**src/rtl/core/dqs_pkg.sv**
```systemverilog
// ----------------------------------------------------------------------------
// dqs_pkg
// Shared types, sizes and request/status codes for the deque with search.
// ----------------------------------------------------------------------------
package dqs_pkg;

    localparam int DEPTH    = 16;
    localparam int IDX_W    = $clog2(DEPTH);
    localparam int CNT_W    = $clog2(DEPTH + 1);
    localparam int SUM_W    = IDX_W + 1;
    localparam int VAL_W    = 32;
    localparam int REQ_W    = 3;
    localparam int STAT_W   = 2;
    localparam int OUT_DW   = ((CNT_W + 7) / 8) * 8;
    localparam int OUT_UW   = STAT_W + 1;

    typedef logic signed [VAL_W-1:0] value_t;
    typedef logic [IDX_W-1:0]        idx_t;
    typedef logic [CNT_W-1:0]        cnt_t;
    typedef logic [REQ_W-1:0]        req_t;
    typedef logic [STAT_W-1:0]       stat_t;

    localparam req_t REQ_PUSH_FRONT = 3'd0;
    localparam req_t REQ_PUSH_BACK  = 3'd1;
    localparam req_t REQ_POP_FRONT  = 3'd2;
    localparam req_t REQ_POP_BACK   = 3'd3;
    localparam req_t REQ_SEARCH     = 3'd4;

    localparam stat_t STAT_OK    = 2'd0;
    localparam stat_t STAT_EMPTY = 2'd1;
    localparam stat_t STAT_FULL  = 2'd2;

    localparam idx_t IDX_LAST = IDX_W'(DEPTH - 1);
    localparam cnt_t CNT_FULL = CNT_W'(DEPTH);

    // front + offset, both below DEPTH, folded back into the ring
    function automatic idx_t wrap_add(input idx_t base, input cnt_t offs);
        logic [SUM_W-1:0] sum;
        sum = {1'b0, base} + SUM_W'(offs);
        if (sum >= SUM_W'(DEPTH))
            sum = sum - SUM_W'(DEPTH);
        return sum[IDX_W-1:0];
    endfunction

endpackage

```
**src/rtl/core/deque_with_search_unit.sv**
```systemverilog
// ----------------------------------------------------------------------------
// deque_with_search_unit
// Bounded double-ended queue of signed 32-bit values in a circular store,
// with push/pop at both ends and a sequential membership search.
// ----------------------------------------------------------------------------
// Channel   Dir  tdata                 tuser
// s_axis    in   value[31:0]           req_type[2:0]
// m_axis    out  occupancy (zero pad)  status[1:0], found[2]
//
// Push, pop and unused codes finish in the accept cycle; the result is
// registered and shows in the following cycle.
// A search scans the held entries through the single store read port, one
// entry per cycle, and stops early on a hit; on an empty queue it finishes
// without reading the store.
// Reset clears state, front index, count and output valid; the store is not cleared.
// A new request is taken while a result waits only if it drains that cycle.
// ----------------------------------------------------------------------------
module deque_with_search_unit
    import dqs_pkg::*;
(
    input  logic              clk,
    input  logic              rst_n,
    input  logic              s_axis_tvalid,
    output logic              s_axis_tready,
    input  logic [VAL_W-1:0]  s_axis_tdata,   // value
    input  logic [REQ_W-1:0]  s_axis_tuser,   // req_type
    output logic              m_axis_tvalid,
    input  logic              m_axis_tready,
    output logic [OUT_DW-1:0] m_axis_tdata,   // occupancy
    output logic [OUT_UW-1:0] m_axis_tuser    // status, found
);

    localparam logic S_IDLE   = 1'b0;
    localparam logic S_SEARCH = 1'b1;

    value_t mem [DEPTH];
    value_t rd_q_reg;

    logic   state_reg, state_next;
    idx_t   front_reg, front_next;
    cnt_t   count_reg, count_next;
    cnt_t   rd_idx_reg, rd_idx_next;
    logic   rd_pend_reg, rd_pend_next;
    logic   found_reg, found_next;
    value_t srch_val_reg, srch_val_next;

    logic   out_valid_reg, out_valid_next;
    stat_t  out_stat_reg, out_stat_next;
    logic   out_found_reg, out_found_next;
    cnt_t   out_occ_reg, out_occ_next;

    logic   mem_we;
    idx_t   mem_waddr;
    logic   mem_re;
    idx_t   mem_raddr;

    logic   s_fire;
    logic   hit;
    logic   finish;

    assign s_axis_tready = (state_reg == S_IDLE) && (!out_valid_reg || m_axis_tready);
    assign s_fire        = s_axis_tvalid && s_axis_tready;
    assign hit           = rd_pend_reg && (rd_q_reg == srch_val_reg);
    assign finish        = (state_reg == S_SEARCH) && !rd_pend_reg &&
                           (found_reg || (rd_idx_reg >= count_reg));
    assign mem_re        = (state_reg == S_SEARCH) && (rd_idx_reg < count_reg) &&
                           !found_reg && !hit;
    assign mem_raddr     = wrap_add(front_reg, rd_idx_reg);

    assign m_axis_tvalid = out_valid_reg;
    assign m_axis_tdata  = OUT_DW'(out_occ_reg);
    assign m_axis_tuser  = {out_found_reg, out_stat_reg};

    always_comb
    begin
        state_next     = state_reg;
        front_next     = front_reg;
        count_next     = count_reg;
        rd_idx_next    = rd_idx_reg;
        rd_pend_next   = mem_re;
        found_next     = found_reg | hit;
        srch_val_next  = srch_val_reg;
        out_valid_next = out_valid_reg && !m_axis_tready;
        out_stat_next  = out_stat_reg;
        out_found_next = out_found_reg;
        out_occ_next   = out_occ_reg;
        mem_we         = 1'b0;
        mem_waddr      = front_reg;

        if (mem_re)
            rd_idx_next = rd_idx_reg + 1'b1;

        if (s_fire)
        begin
            out_valid_next = 1'b1;
            out_stat_next  = STAT_OK;
            out_found_next = 1'b0;
            unique case (s_axis_tuser)
                REQ_PUSH_FRONT:
                begin
                    if (count_reg >= CNT_FULL)
                        out_stat_next = STAT_FULL;
                    else
                    begin
                        front_next = (front_reg == '0) ? IDX_LAST : front_reg - 1'b1;
                        mem_we     = 1'b1;
                        mem_waddr  = front_next;
                        count_next = count_reg + 1'b1;
                    end
                end
                REQ_PUSH_BACK:
                begin
                    if (count_reg >= CNT_FULL)
                        out_stat_next = STAT_FULL;
                    else
                    begin
                        mem_we     = 1'b1;
                        mem_waddr  = wrap_add(front_reg, count_reg);
                        count_next = count_reg + 1'b1;
                    end
                end
                REQ_POP_FRONT:
                begin
                    if (count_reg == '0)
                        out_stat_next = STAT_EMPTY;
                    else
                    begin
                        front_next = (front_reg == IDX_LAST) ? '0 : front_reg + 1'b1;
                        count_next = count_reg - 1'b1;
                    end
                end
                REQ_POP_BACK:
                begin
                    if (count_reg == '0)
                        out_stat_next = STAT_EMPTY;
                    else
                        count_next = count_reg - 1'b1;
                end
                REQ_SEARCH:
                begin
                    out_valid_next = 1'b0;
                    state_next     = S_SEARCH;
                    rd_idx_next    = '0;
                    rd_pend_next   = 1'b0;
                    found_next     = 1'b0;
                    srch_val_next  = s_axis_tdata;
                end
                default:
                begin
                end
            endcase
            out_occ_next = count_next;
        end

        if (finish)
        begin
            state_next     = S_IDLE;
            out_valid_next = 1'b1;
            out_stat_next  = STAT_OK;
            out_found_next = found_reg;
            out_occ_next   = count_reg;
        end
    end

    always_ff @(posedge clk)
    begin
        if (mem_we)
            mem[mem_waddr] <= s_axis_tdata;
        if (mem_re)
            rd_q_reg <= mem[mem_raddr];
    end

    always_ff @(posedge clk or negedge rst_n)
    begin
        if (!rst_n)
        begin
            state_reg     <= S_IDLE;
            front_reg     <= '0;
            count_reg     <= '0;
            rd_idx_reg    <= '0;
            rd_pend_reg   <= 1'b0;
            found_reg     <= 1'b0;
            out_valid_reg <= 1'b0;
        end
        else
        begin
            state_reg     <= state_next;
            front_reg     <= front_next;
            count_reg     <= count_next;
            rd_idx_reg    <= rd_idx_next;
            rd_pend_reg   <= rd_pend_next;
            found_reg     <= found_next;
            out_valid_reg <= out_valid_next;
        end
    end

    always_ff @(posedge clk)
    begin
        srch_val_reg  <= srch_val_next;
        out_stat_reg  <= out_stat_next;
        out_found_reg <= out_found_next;
        out_occ_reg   <= out_occ_next;
    end

    a_count_bound: assert property (@(posedge clk) disable iff (!rst_n)
        count_reg <= CNT_FULL)
        else $error("entry count above depth");

    a_no_write_in_search: assert property (@(posedge clk) disable iff (!rst_n)
        (state_reg == S_SEARCH) |-> !mem_we)
        else $error("store written during search");

    a_found_is_ok: assert property (@(posedge clk) disable iff (!rst_n)
        (m_axis_tvalid && m_axis_tuser[STAT_W]) |-> (m_axis_tuser[STAT_W-1:0] == STAT_OK))
        else $error("found flag with non-ok status");

    a_search_result_slot: assert property (@(posedge clk) disable iff (!rst_n)
        finish |-> (!out_valid_reg))
        else $error("search finished while a result still waits");

endmodule
```
**config.mk**
```make
export PLATFORM = sky130hd
export DESIGN_NAME = deque_with_search_unit
export DESIGN_NICKNAME = d
export VERILOG_FILES = /design/src/rtl/core/dqs_pkg.sv /design/src/rtl/core/deque_with_search_unit.sv
export SDC_FILE = /design/constraint.sdc
export NUM_CORES = 1
export LEC_CHECK = 0
export CAP_MARGIN = 0
export CORE_MARGIN = 2
export CORE_UTILIZATION = 57
export DETAILED_ROUTE_END_ITERATION = 10
export DONT_BUFFER_PORTS = 1
export PLACE_DENSITY = 0.87
export RECOVER_POWER = 100
export SKIP_CTS_REPAIR_TIMING = 1
export SLEW_MARGIN = 0
export SYNTH_ARGS = -nofsm -noshare
export SYNTH_HDL_FRONTEND = slang
export SYNTH_SLANG_ARGS = --single-unit
```
**constraint.sdc**
```tcl
create_clock -name clk -period 4.2 [get_ports clk]
set_clock_uncertainty 0.1 [all_clocks]
set_input_delay 0.84 -clock clk [delete_from_list [all_inputs] [get_ports clk]]
set_output_delay 0.84 -clock clk [all_outputs]
set_load 0.05 [all_outputs]
```
==> summary.txt, run 1 <==
Drt
  – Initial DRC Count: 1720
  – Pre-antenna DRT Iters: 5
  – DRC errors left: 0
  – Routed Antenna Nets: 0
  – Via/cell ratio: 6.71
  – Vias: 12250
  – Wire length per cell: 30.3 µm
  – Final wirelength: 55300 µm

Logic synthesis
  – Ys flop type: edfxtp_1
  – Synthesized cell area: 23700 µm²
  – Synth Warn #: 0
  – Avg Inst Size Synth: 19.8 µm²
  – Post-synth EDFFs: 582
  – Sequential element share of the synthesized area: 75.7%
  – Cells after synthesis: 1200
  – Register bit total from synthesis: 602
  – Ys async rst share: 2.99%
  – Library cells used by synthesis: 59

Critical path
  – Crit Reg-Reg Startpoint: front_reg[0]
  – Register-to-Register Path Depth: 8
  – Critical Path RT: 4.42 ns
  – R2R Setup Slk: 0.31 ns
  – Critical-path top delay cell: fa_1
  – Crit Path Category: flip-flop to flip-flop
  – Largest delay share family, worst path: adder cells
  – Worst Setup End Kind: flip-flop
  – Largest fanout on the critical path: 15
  – CP Buf/Inv Count: 2
  – Crit path largest cell delay: 1.21 ns
  – Cell Chain, Critical Path: ha_1 -> inv_1 -> fa_1 -> buf_4 -> mux4_2 -> and2_0 -> a211oi_1 -> a31oi_1
  – Startpoint type of the worst setup path: flip-flop
  – WP data arrival: 4.11 ns
  – Worst r2r dst: rd_q_reg[17]

Global routing
  – Vias in the first global route: 12674
  – Met2 GRT Util: 43.4%
  – First-pass GRT wire length: 82400 µm
  – GR Util met1: 33.5%
  – M3 GR Usage: 4.85%
  – All-Layer GR Usage: 25.9%
  – Aggregate global routing overflow: 0
  – Initial antenna violation count: 0
  – Largest net degree at the start of global routing: 65
  – Top Usage Layer GRT: met2

Finish
  – Final Util: 64.6%
  – Max reg flops: 512
  – Synthesis-to-finish area growth: 11.4%
  – Nets: 1304
  – Share of cells above drive strength 1: 21.4%
  – Multi-input gate area: 5520 µm²
  – Non-filler cells in the finished layout: 1825
  – Fillcell total: 2513
  – Sequential standard cell area: 18000 µm²

Power
  – Internal power: 14.1 mW
  – Power Dens Cells: 822 nW/µm²
  – Sw Share: 35.2%
  – Combinational power share: 41.5%
  – Static Leak: 8.45 nW
  – Seq pwr share: 35.0%
  – Maximum VDD drop: 782 µV
  – P_sw: 7.66 mW
  – Total power draw: 21.7 mW
  – Power share of the clock group: 23.5%

STA
  – Final hold vios: 0
  – Final Max Slew Viols: 36
  – Least-Margin Pin Slew: 2.46 ns
  – Fmax: 0.257 GHz
  – Final Critical Period: 3.89 ns
  – Tcrit/Tclk final: 92.6%
  – Endpoints failing setup: 0
  – RSZ-0062 raised after global routing: false
  – Max_slew headroom: -64.0%

Clocking
  – Total number of H-tree levels: 2
  – CTS tree: done
  – Max clock buf depth: 3
  – Clock Sinks: 602
  – Clock-pin slew on the worst setup and hold paths: 0.07 ns
  – Clk Latency, worst-skew pair: 0.62 ns
  – Cts bufs inserted: 56
  – Root buffer cell: clkbuf_16

Hold path
  – Hold depth: 0
  – Min-Delay Path Class: input port to flip-flop
  – HP Start: s_axis_tdata[3]
  – Hold EP: mem[9][3]

Place
  – Placed cell count: 1720
  – IO Port Bufs: 0
  – GPL Wtd Cong: 0.836
  – DP HPWL: 29500 µm

Run status
  – Failing checks: capacitance limit, slew limit
  – Status: finished, violations left

Floorplanning
  – Std-Cell Rows: 74
  – Core area: 40900 µm²
  – Die height: 208 µm
  – Die W: 208 µm
  – Die footprint: 43300 µm²
  – IO Pins: 52
  – Starting Density: 58.0%

Flow run
  – Max cap viols: 1
-- power groups by stage --
stage	clock network (mW)	registers, mW	logic (mW)
finish	5.10	7.62	9.02
detailed placement	0	7.73	8.82
floorplan	0	7.61	6.38
global route	5.36	7.64	9.53
global placement	0	7.71	8.57
CTS	5.14	7.61	9.12
-- layer usage --
layer,share of wire [%],vias up
met4,4.3,0
met3,9.6,152
met1,35,6256
li1,-,4974
met5,0,-
met2,51,868
-- final cells by class --
cell class	count	share of cell area, %
Clock inverter	39	1.47
Sequential cell	602	67.9
Antenna cell	1	0.00946
Inverter	21	0.298
Clock buffer	64	5.49
Tap cell	532	2.52
Multi-Input combinational cell	520	20.9
Timing Repair Buffer	46	1.41
-- cell families after synthesis --
logic type	after synthesis	synth area share [%]
DFF	602	75.7
and+or+nand+nor	198	4.18
muxes	138	12.6
AOI/OAI and AO/OA	118	3.36
buffers and inverters	80	1.46
xor gates and xnor gates	45	1.66
adders and majority gates	18	1.01
other	1	0.0158
-- synth_stat cells (2+ instances only) --
library cell,n,area share (%)
buf_1,2,0.032
nor3_1,18,0.38
inv_1,20,0.32
xnor2_1,35,1.3
nand2b_1,5,0.13
nand4_1,9,0.24
xor2_1,10,0.37
o31ai_1,3,0.095
dfrtp_1,18,1.9
clkbuf_1,36,0.57
mux2i_1,2,0.084
nand3_1,17,0.36
and4_1,2,0.074
nor2_1,21,0.33
ha_1,16,0.84
a21o_1,3,0.095
nor2b_1,2,0.053
a31oi_1,32,0.84
buf_2,15,0.32
edfxtp_1,582,74
dfxtp_1,2,0.17
buf_4,5,0.16
nand2_1,75,1.2
a211oi_1,33,1.0
a21oi_1,15,0.32
nor3b_1,2,0.063
a41oi_1,2,0.074
nor4_1,4,0.11
mux2_2,8,0.38
and2_1,34,0.90
fa_1,2,0.17
o21ai_0,13,0.27
o211ai_1,4,0.13
mux4_2,128,12
-- worst register-to-register path: stages (launching register included) --
cell	delay, ns
dfrtp_1	0.55
ha_1	0.24
inv_1	0.06
fa_1	1.21
buf_4	0.37
mux4_2	0.35
and2_0	0.18
a211oi_1	0.48
a31oi_1	0.08
-- cell usage in the layout, fill, tap and decap left out, drive strengths merged, types with 3 or more instances in the layout --
master and count:
a211oi 33, a21o 3, a21oi 15, a31oi 32, and2 34, buf 21
bufinv 7, clkbuf 88, clkinv 23, clkinvlp 5, conb 3, dfrtp 18
edfxtp 582, ha 16, inv 25, mux2 8, mux4 128, nand2 75
nand2b 6, nand3 17, nand4 9, nor2 21, nor3 18, nor4 4
o211ai 4, o21ai 13, o31ai 3, xnor2 35, xor2 10
-- metrics by stage --
| step | instance area, µm² | setup WS, ns | hold WS, ns | TNS, ns |
|---|---|---|---|---|
| after floorplan | 23800 | -0.662 | 0.382 | -126.62 |
| after global placement | 24800 | 0.716 | 0.426 | 0 |
| after detailed placement | 24800 | 0.534 | 0.419 | 0 |
| after CTS | 26600 | 0.637 | -0.197 | 0 |
| after global routing | 26400 | 0.244 | 0.190 | 0 |
| final | 26400 | 0.312 | 0.215 | 0 |
-- how the worst max path moves through the flow --
stage,startpoint,to,depth (start not counted)
3_5_place_dp,s_axis_tuser[1],mem[0][2],7
6_report,front_reg[0],rd_q_reg[17],8
3_3_place_gp,s_axis_tuser[1],mem[0][27],7
4_1_cts,m_axis_tvalid,mem[0][5],7
2_1_floorplan,s_axis_tuser[1],mem[13][0],5
5_1_grt,front_reg[1],mem[9][18],9
No activity file was read; power rests on OpenSTA's default activity.
==> run 2: changes to the inputs <==
--- a/config.mk
+++ b/config.mk
@@ -7,10 +7,9 @@
 export LEC_CHECK = 0
 export CAP_MARGIN = 0
 export CORE_MARGIN = 2
-export CORE_UTILIZATION = 57
+export CORE_UTILIZATION = 38
 export DETAILED_ROUTE_END_ITERATION = 10
 export DONT_BUFFER_PORTS = 1
-export PLACE_DENSITY = 0.87
 export RECOVER_POWER = 100
 export SKIP_CTS_REPAIR_TIMING = 1
 export SLEW_MARGIN = 0
==> run 2 against run 1 <==
  * The run still ends with capacitance limit, slew limit left
  * Largest cell class unchanged
  * Register-to-register slack better by 0.19 ns
  * Utilization down 21 points
  * Die area rose by 49%
  * Maximum frequency is 5.3% higher
  * Sequential power is essentially flat
  * Critical endpoint is now rd_q_reg[23]
  * Worst setup slack improved by 0.19 ns
  * Worst hold slack worse by 0.014 ns
  * Global-route usage is 9.9 points lower
  * Routed wire length is 9.5% lower
==> summary.txt, run 2 (same netlist as run 1, synthesis figures left out) <==
Critical path
  – CP startpoint: front_reg[0]
  – Cell Chain, Critical Path: ha_4 -> inv_1 -> fa_4 -> clkbuf_1 -> mux4_2 -> and2_0 -> a211oi_1 -> a31oi_1
  – Worst Setup End Kind: flip-flop
  – Critical-path top delay cell: fa_4
  – CP Buf/Inv Count: 2
  – Critical Path RT: 4.46 ns
  – Register-to-Register Path Depth: 8
  – Largest fanout on the critical path: 14
  – Crit Reg-Reg Startpoint: front_reg[0]
  – Worst r2r dst: rd_q_reg[23]
  – Crit Path Category: flip-flop to flip-flop
  – Largest delay share family, worst path: adder cells
  – Startpoint type of the worst setup path: flip-flop
  – R2R Setup Slk: 0.51 ns
  – WP data arrival: 3.95 ns
  – Crit path largest cell delay: 1.03 ns

Hold path
  – Min-Delay Path Class: input port to flip-flop
  – Hold EP: mem[14][30]
  – HP Start: s_axis_tdata[30]
  – Hold depth: 0

Floorplanning
  – Core area: 61700 µm²
  – Die footprint: 64500 µm²
  – Die height: 254 µm
  – Starting Density: 38.5%
  – Die W: 254 µm
  – Std-Cell Rows: 91
  – IO Pins: 52

Power
  – Power Dens Cells: 798 nW/µm²
  – Static Leak: 8.47 nW
  – Power share of the clock group: 22.8%
  – Maximum VDD drop: 618 µV
  – Total power draw: 21.5 mW
  – Combinational power share: 41.6%
  – Sw Share: 34.8%
  – Internal power: 14.0 mW
  – P_sw: 7.48 mW
  – Seq pwr share: 35.5%

Clocking
  – Clock Sinks: 602
  – CTS tree: done
  – Cts bufs inserted: 59
  – Clk Latency, worst-skew pair: 0.63 ns
  – Max clock buf depth: 3
  – Clock-pin slew on the worst setup and hold paths: 0.06 ns
  – Root buffer cell: clkbuf_16
  – Total number of H-tree levels: 2

Drt
  – Via/cell ratio: 5.30
  – Initial DRC Count: 985
  – Final wirelength: 50000 µm
  – DRC errors left: 0
  – Vias: 11352
  – Wire length per cell: 23.4 µm
  – Routed Antenna Nets: 0
  – Pre-antenna DRT Iters: 5

STA
  – Final hold vios: 0
  – Final Max Slew Viols: 36
  – Fin Setup TNS: 0 ns
  – Final Critical Period: 3.69 ns
  – RSZ-0062 raised after global routing: false
  – Fmax: 0.271 GHz
  – Endpoints failing setup: 0
  – Least-Margin Pin Slew: 1.83 ns
  – Final Hold Slack: 0.201 ns
  – Max_slew headroom: -21.9%
  – Tcrit/Tclk final: 88.0%

Flow run
  – Max cap viols: 1

Place
  – DP HPWL: 29400 µm
  – GPL Wtd Cong: 0.801
  – Post-DP Area: 25200 µm²
  – IO Port Bufs: 0

Finish
  – Most common cell after layout, fill and taps aside: edfxtp_1
  – Final Util: 43.6%
  – Synthesis-to-finish area growth: 13.4%
  – Nets: 1316
  – Fillcell total: 5320
  – Share of cells above drive strength 1: 21.8%
  – Inserted Diodes: 0
  – Commonest non-fill, non-tap cells in the layout: edfxtp_1, mux4_2, nand2_1, clkbuf_16
  – Max reg flops: 512
  – Post-route cell area: 26900 µm²

Global routing
  – GR Util met1: 21.7%
  – Vias in the first global route: 11899
  – Largest net degree at the start of global routing: 65
  – M3 GR Usage: 2.87%
  – Top Usage Layer GRT: met2
  – All-Layer GR Usage: 15.9%
  – Met2 GRT Util: 26.4%
  – Initial antenna violation count: 0
  – Aggregate global routing overflow: 0
  – First-pass GRT wire length: 76100 µm

Run status
  – Status: finished, violations left
  – Failing checks: capacitance limit, slew limit
## run 2: power by group through the flow
stage	Sequential, mW	Combinational (mW)	Clock (mW)
finish	7.63	8.95	4.91
global route	7.67	9.82	5.26
CTS	7.63	9.22	5.03
detailed placement	7.75	9.19	0
global placement	7.75	9.14	0
floorplan	7.61	6.38	0
## run 2: worst register-to-register path, stage by stage, from the launching register on
cell and delay, ns:
dfrtp_1 0.56, ha_4 0.19, inv_1 0.05, fa_4 1.03
clkbuf_1 0.52, mux4_2 0.38, and2_0 0.16, a211oi_1 0.36
a31oi_1 0.10
## run 2: worst max-delay path by stage
stage                         to  slack, ns  cells past startpoint
global route          mem[15][1]       0.31                      6
finish              rd_q_reg[23]       0.51                      8
global placement    rd_q_reg[23]       0.73                      8
detailed placement    mem[0][15]       0.69                      7
floorplan             mem[13][0]      -0.66                      5
CTS                 rd_q_reg[29]       0.72                      8
## run 2: routing by layer
metal | wire length, µm | vias to the layer above
li1 | - | 5005
met1 | 22100 | 6029
met2 | 24400 | 248
met3 | 2510 | 70
met4 | 962 | 0
met5 | 0 | -
## run 2: final cells by class
class | count | area [µm²] | share of cell area (%)
Clock buffer | 77 | 1540 | 5.74
Inverter | 21 | 78.8 | 0.293
Timing Repair Buffer | 55 | 460 | 1.71
Sequential cell | 602 | 18000 | 66.8
Tap cell | 837 | 1050 | 3.89
Clock inverter | 29 | 229 | 0.851
Multi-Input combinational cell | 520 | 5580 | 20.7
## run 2: through the flow
step | worst slack [ns] | std cells
finish | 0.506 | 2141
global route | 0.310 | 2141
CTS | 0.724 | 2140
detailed placement | 0.695 | 2034
global placement | 0.732 | 2034
floorplan | -0.662 | 1202
==> run 3: changes to the inputs <==
--- a/config.mk
+++ b/config.mk
@@ -7,10 +7,10 @@
 export LEC_CHECK = 0
 export CAP_MARGIN = 0
 export CORE_MARGIN = 2
-export CORE_UTILIZATION = 38
+export CORE_UTILIZATION = 60
 export DETAILED_ROUTE_END_ITERATION = 10
 export DONT_BUFFER_PORTS = 1
-export RECOVER_POWER = 100
+export PLACE_DENSITY = 0.76
 export SKIP_CTS_REPAIR_TIMING = 1
 export SLEW_MARGIN = 0
 export SYNTH_ARGS = -nofsm -noshare
==> constraint.sdc (replaced) <==
create_clock -name clk -period 4.63 [get_ports clk]
set_clock_uncertainty 0.1 [all_clocks]
set_input_delay 0.926 -clock clk [delete_from_list [all_inputs] [get_ports clk]]
set_output_delay 0.926 -clock clk [all_outputs]
set_load 0.05 [all_outputs]
==> run 3 against run 2 <==
  * The flow now finishes without violations
  * Sequential cell count is the same
  * Non-clock buffer count shrank 10
  * Worst hold slack gained 0.098 ns
  * Total power shrank 10%
  * Final area shrank 1.5%
  * Largest power group unchanged
==> summary.txt, run 3 (same netlist as run 1, synthesis figures left out) <==
STA
  – Endpoints failing setup: 0
  – Fmax: 0.275 GHz
  – Tcrit/Tclk final: 78.6%
  – RSZ-0062 raised after global routing: false
  – Least-Margin Pin Slew: 1.12 ns
  – Final hold vios: 0
  – Final Hold Slack: 0.299 ns
  – Final Critical Period: 3.64 ns
  – Fin Setup TNS: 0 ns
  – Max_slew headroom: 25.3%
  – Final Max Slew Viols: 0

Finish
  – Non-filler cells in the finished layout: 1809
  – Fillcell total: 2320
  – Final Util: 68.3%
  – Commonest non-fill, non-tap cells in the layout: edfxtp_1, mux4_2, nand2_1, clkbuf_16, buf_4
  – Nets: 1305
  – Most common cell after layout, fill and taps aside: edfxtp_1
  – Multi-input gate area: 5610 µm²
  – Sequential standard cell area: 18000 µm²
  – Share of cells above drive strength 1: 21.8%
  – Inserted Diodes: 0
  – Synthesis-to-finish area growth: 11.7%
  – Max reg flops: 512

Critical path
  – Largest fanout on the critical path: 32
  – Worst Setup End Kind: flip-flop
  – Largest delay share family, worst path: simple AND/OR/NAND/NOR gates
  – Crit path largest cell delay: 0.53 ns
  – WP data arrival: 3.78 ns
  – Cell Chain, Critical Path: inv_1 -> ha_1 -> o21bai_1 -> a21oi_1 -> a41oi_1 -> o22a_1 -> nand3_1 -> nor3_4 -> buf_4
  – Critical-path top delay cell: nand3_1
  – Crit Path Category: flip-flop to flip-flop
  – Startpoint type of the worst setup path: flip-flop
  – CP Buf/Inv Count: 2
  – Critical Path RT: 4.77 ns

Drt
  – Wire length per cell: 26.9 µm
  – Via/cell ratio: 6.46
  – Routed Antenna Nets: 0
  – DRC errors left: 0
  – Pre-antenna DRT Iters: 5
  – Initial DRC Count: 1235
  – Final wirelength: 48700 µm
  – Vias: 11681

Global routing
  – All-Layer GR Usage: 24.5%
  – Aggregate global routing overflow: 0
  – First-pass GRT wire length: 73900 µm
  – Largest net degree at the start of global routing: 50
  – Vias in the first global route: 12060
  – Initial antenna violation count: 0

Clocking
  – Clock Sinks: 602
  – Clk Latency, worst-skew pair: 0.62 ns
  – Root buffer cell: clkbuf_16
  – Clock-pin slew on the worst setup and hold paths: 0.06 ns
  – Max clock buf depth: 3
  – CTS tree: done
  – Total number of H-tree levels: 2
  – Cts bufs inserted: 58

Floorplanning
  – Die W: 203 µm
  – IO Pins: 52
  – Core area: 38800 µm²
  – Starting Density: 61.1%
  – Die footprint: 41200 µm²
  – Die height: 203 µm
  – Std-Cell Rows: 72

Power
  – Maximum VDD drop: 533 µV
  – Power Dens Cells: 727 nW/µm²
  – Static Leak: 8.47 nW
  – Total power draw: 19.3 mW

Run status
  – Status: completed

Flow run
  – Max cap viols: 0

Place
  – IO Port Bufs: 0
  – GPL Wtd Cong: 0.904
  – DP HPWL: 27200 µm
  – Placed cell count: 1705

Hold path
  – Min-Delay Path Class: input port to flip-flop
[run 3: cell count changes in the layout (fill, tap and decap cells not counted), sizes merged]
cell,previous run,this run
clkbuf,97,83
bufinv,2,3
clkinv,23,16
inv,23,20
buf,34,44
[run 3: power breakdown]
group          switching (mW)  internal (mW)
combinational            4.28           3.61
sequential              0.369           6.55
clock                    1.92           2.56
[run 3: routing by layer]
metal	up-vias	routed length [µm]	global-route usage [%]
li1	4985	-	-
met1	6059	19700	35.0
met2	537	23800	39.0
met3	100	3720	4.54
met4	0	1470	8.26
met5	-	0	0
[run 3: final timing paths]
kind	slack, ns	depth (start not counted)	start	to
max in group asynchronous	3.09	1	rst_n	front_reg[0]
min in group asynchronous	0.80	1	rst_n	rd_idx_reg[3]
hold / removal	0.30	0	s_axis_tdata[11]	mem[8][11]
hold reg to reg	0.45	2	found_reg	found_reg
setup / recovery	0.99	9	front_reg[0]	mem[11][29]
setup reg to reg	0.99	9	front_reg[0]	mem[11][29]
[run 3: final cells by class]
cell class | count | share of cell area [%]
Tap cell | 518 | 2.45
Timing Repair Buffer | 45 | 1.52
Sequential cell | 602 | 67.8
Clock buffer | 83 | 6.02
Clock inverter | 20 | 0.769
Multi-Input combinational cell | 520 | 21.2
Inverter | 21 | 0.297
[run 3: per-stage QoR]
step                      setup WS, ns  instance area (µm²)
after detailed placement         0.946                24700
after global routing             0.796                26500
after global placement            1.02                24700
final                            0.991                26500
after CTS                         1.01                26500
after floorplan                 -0.318                23800
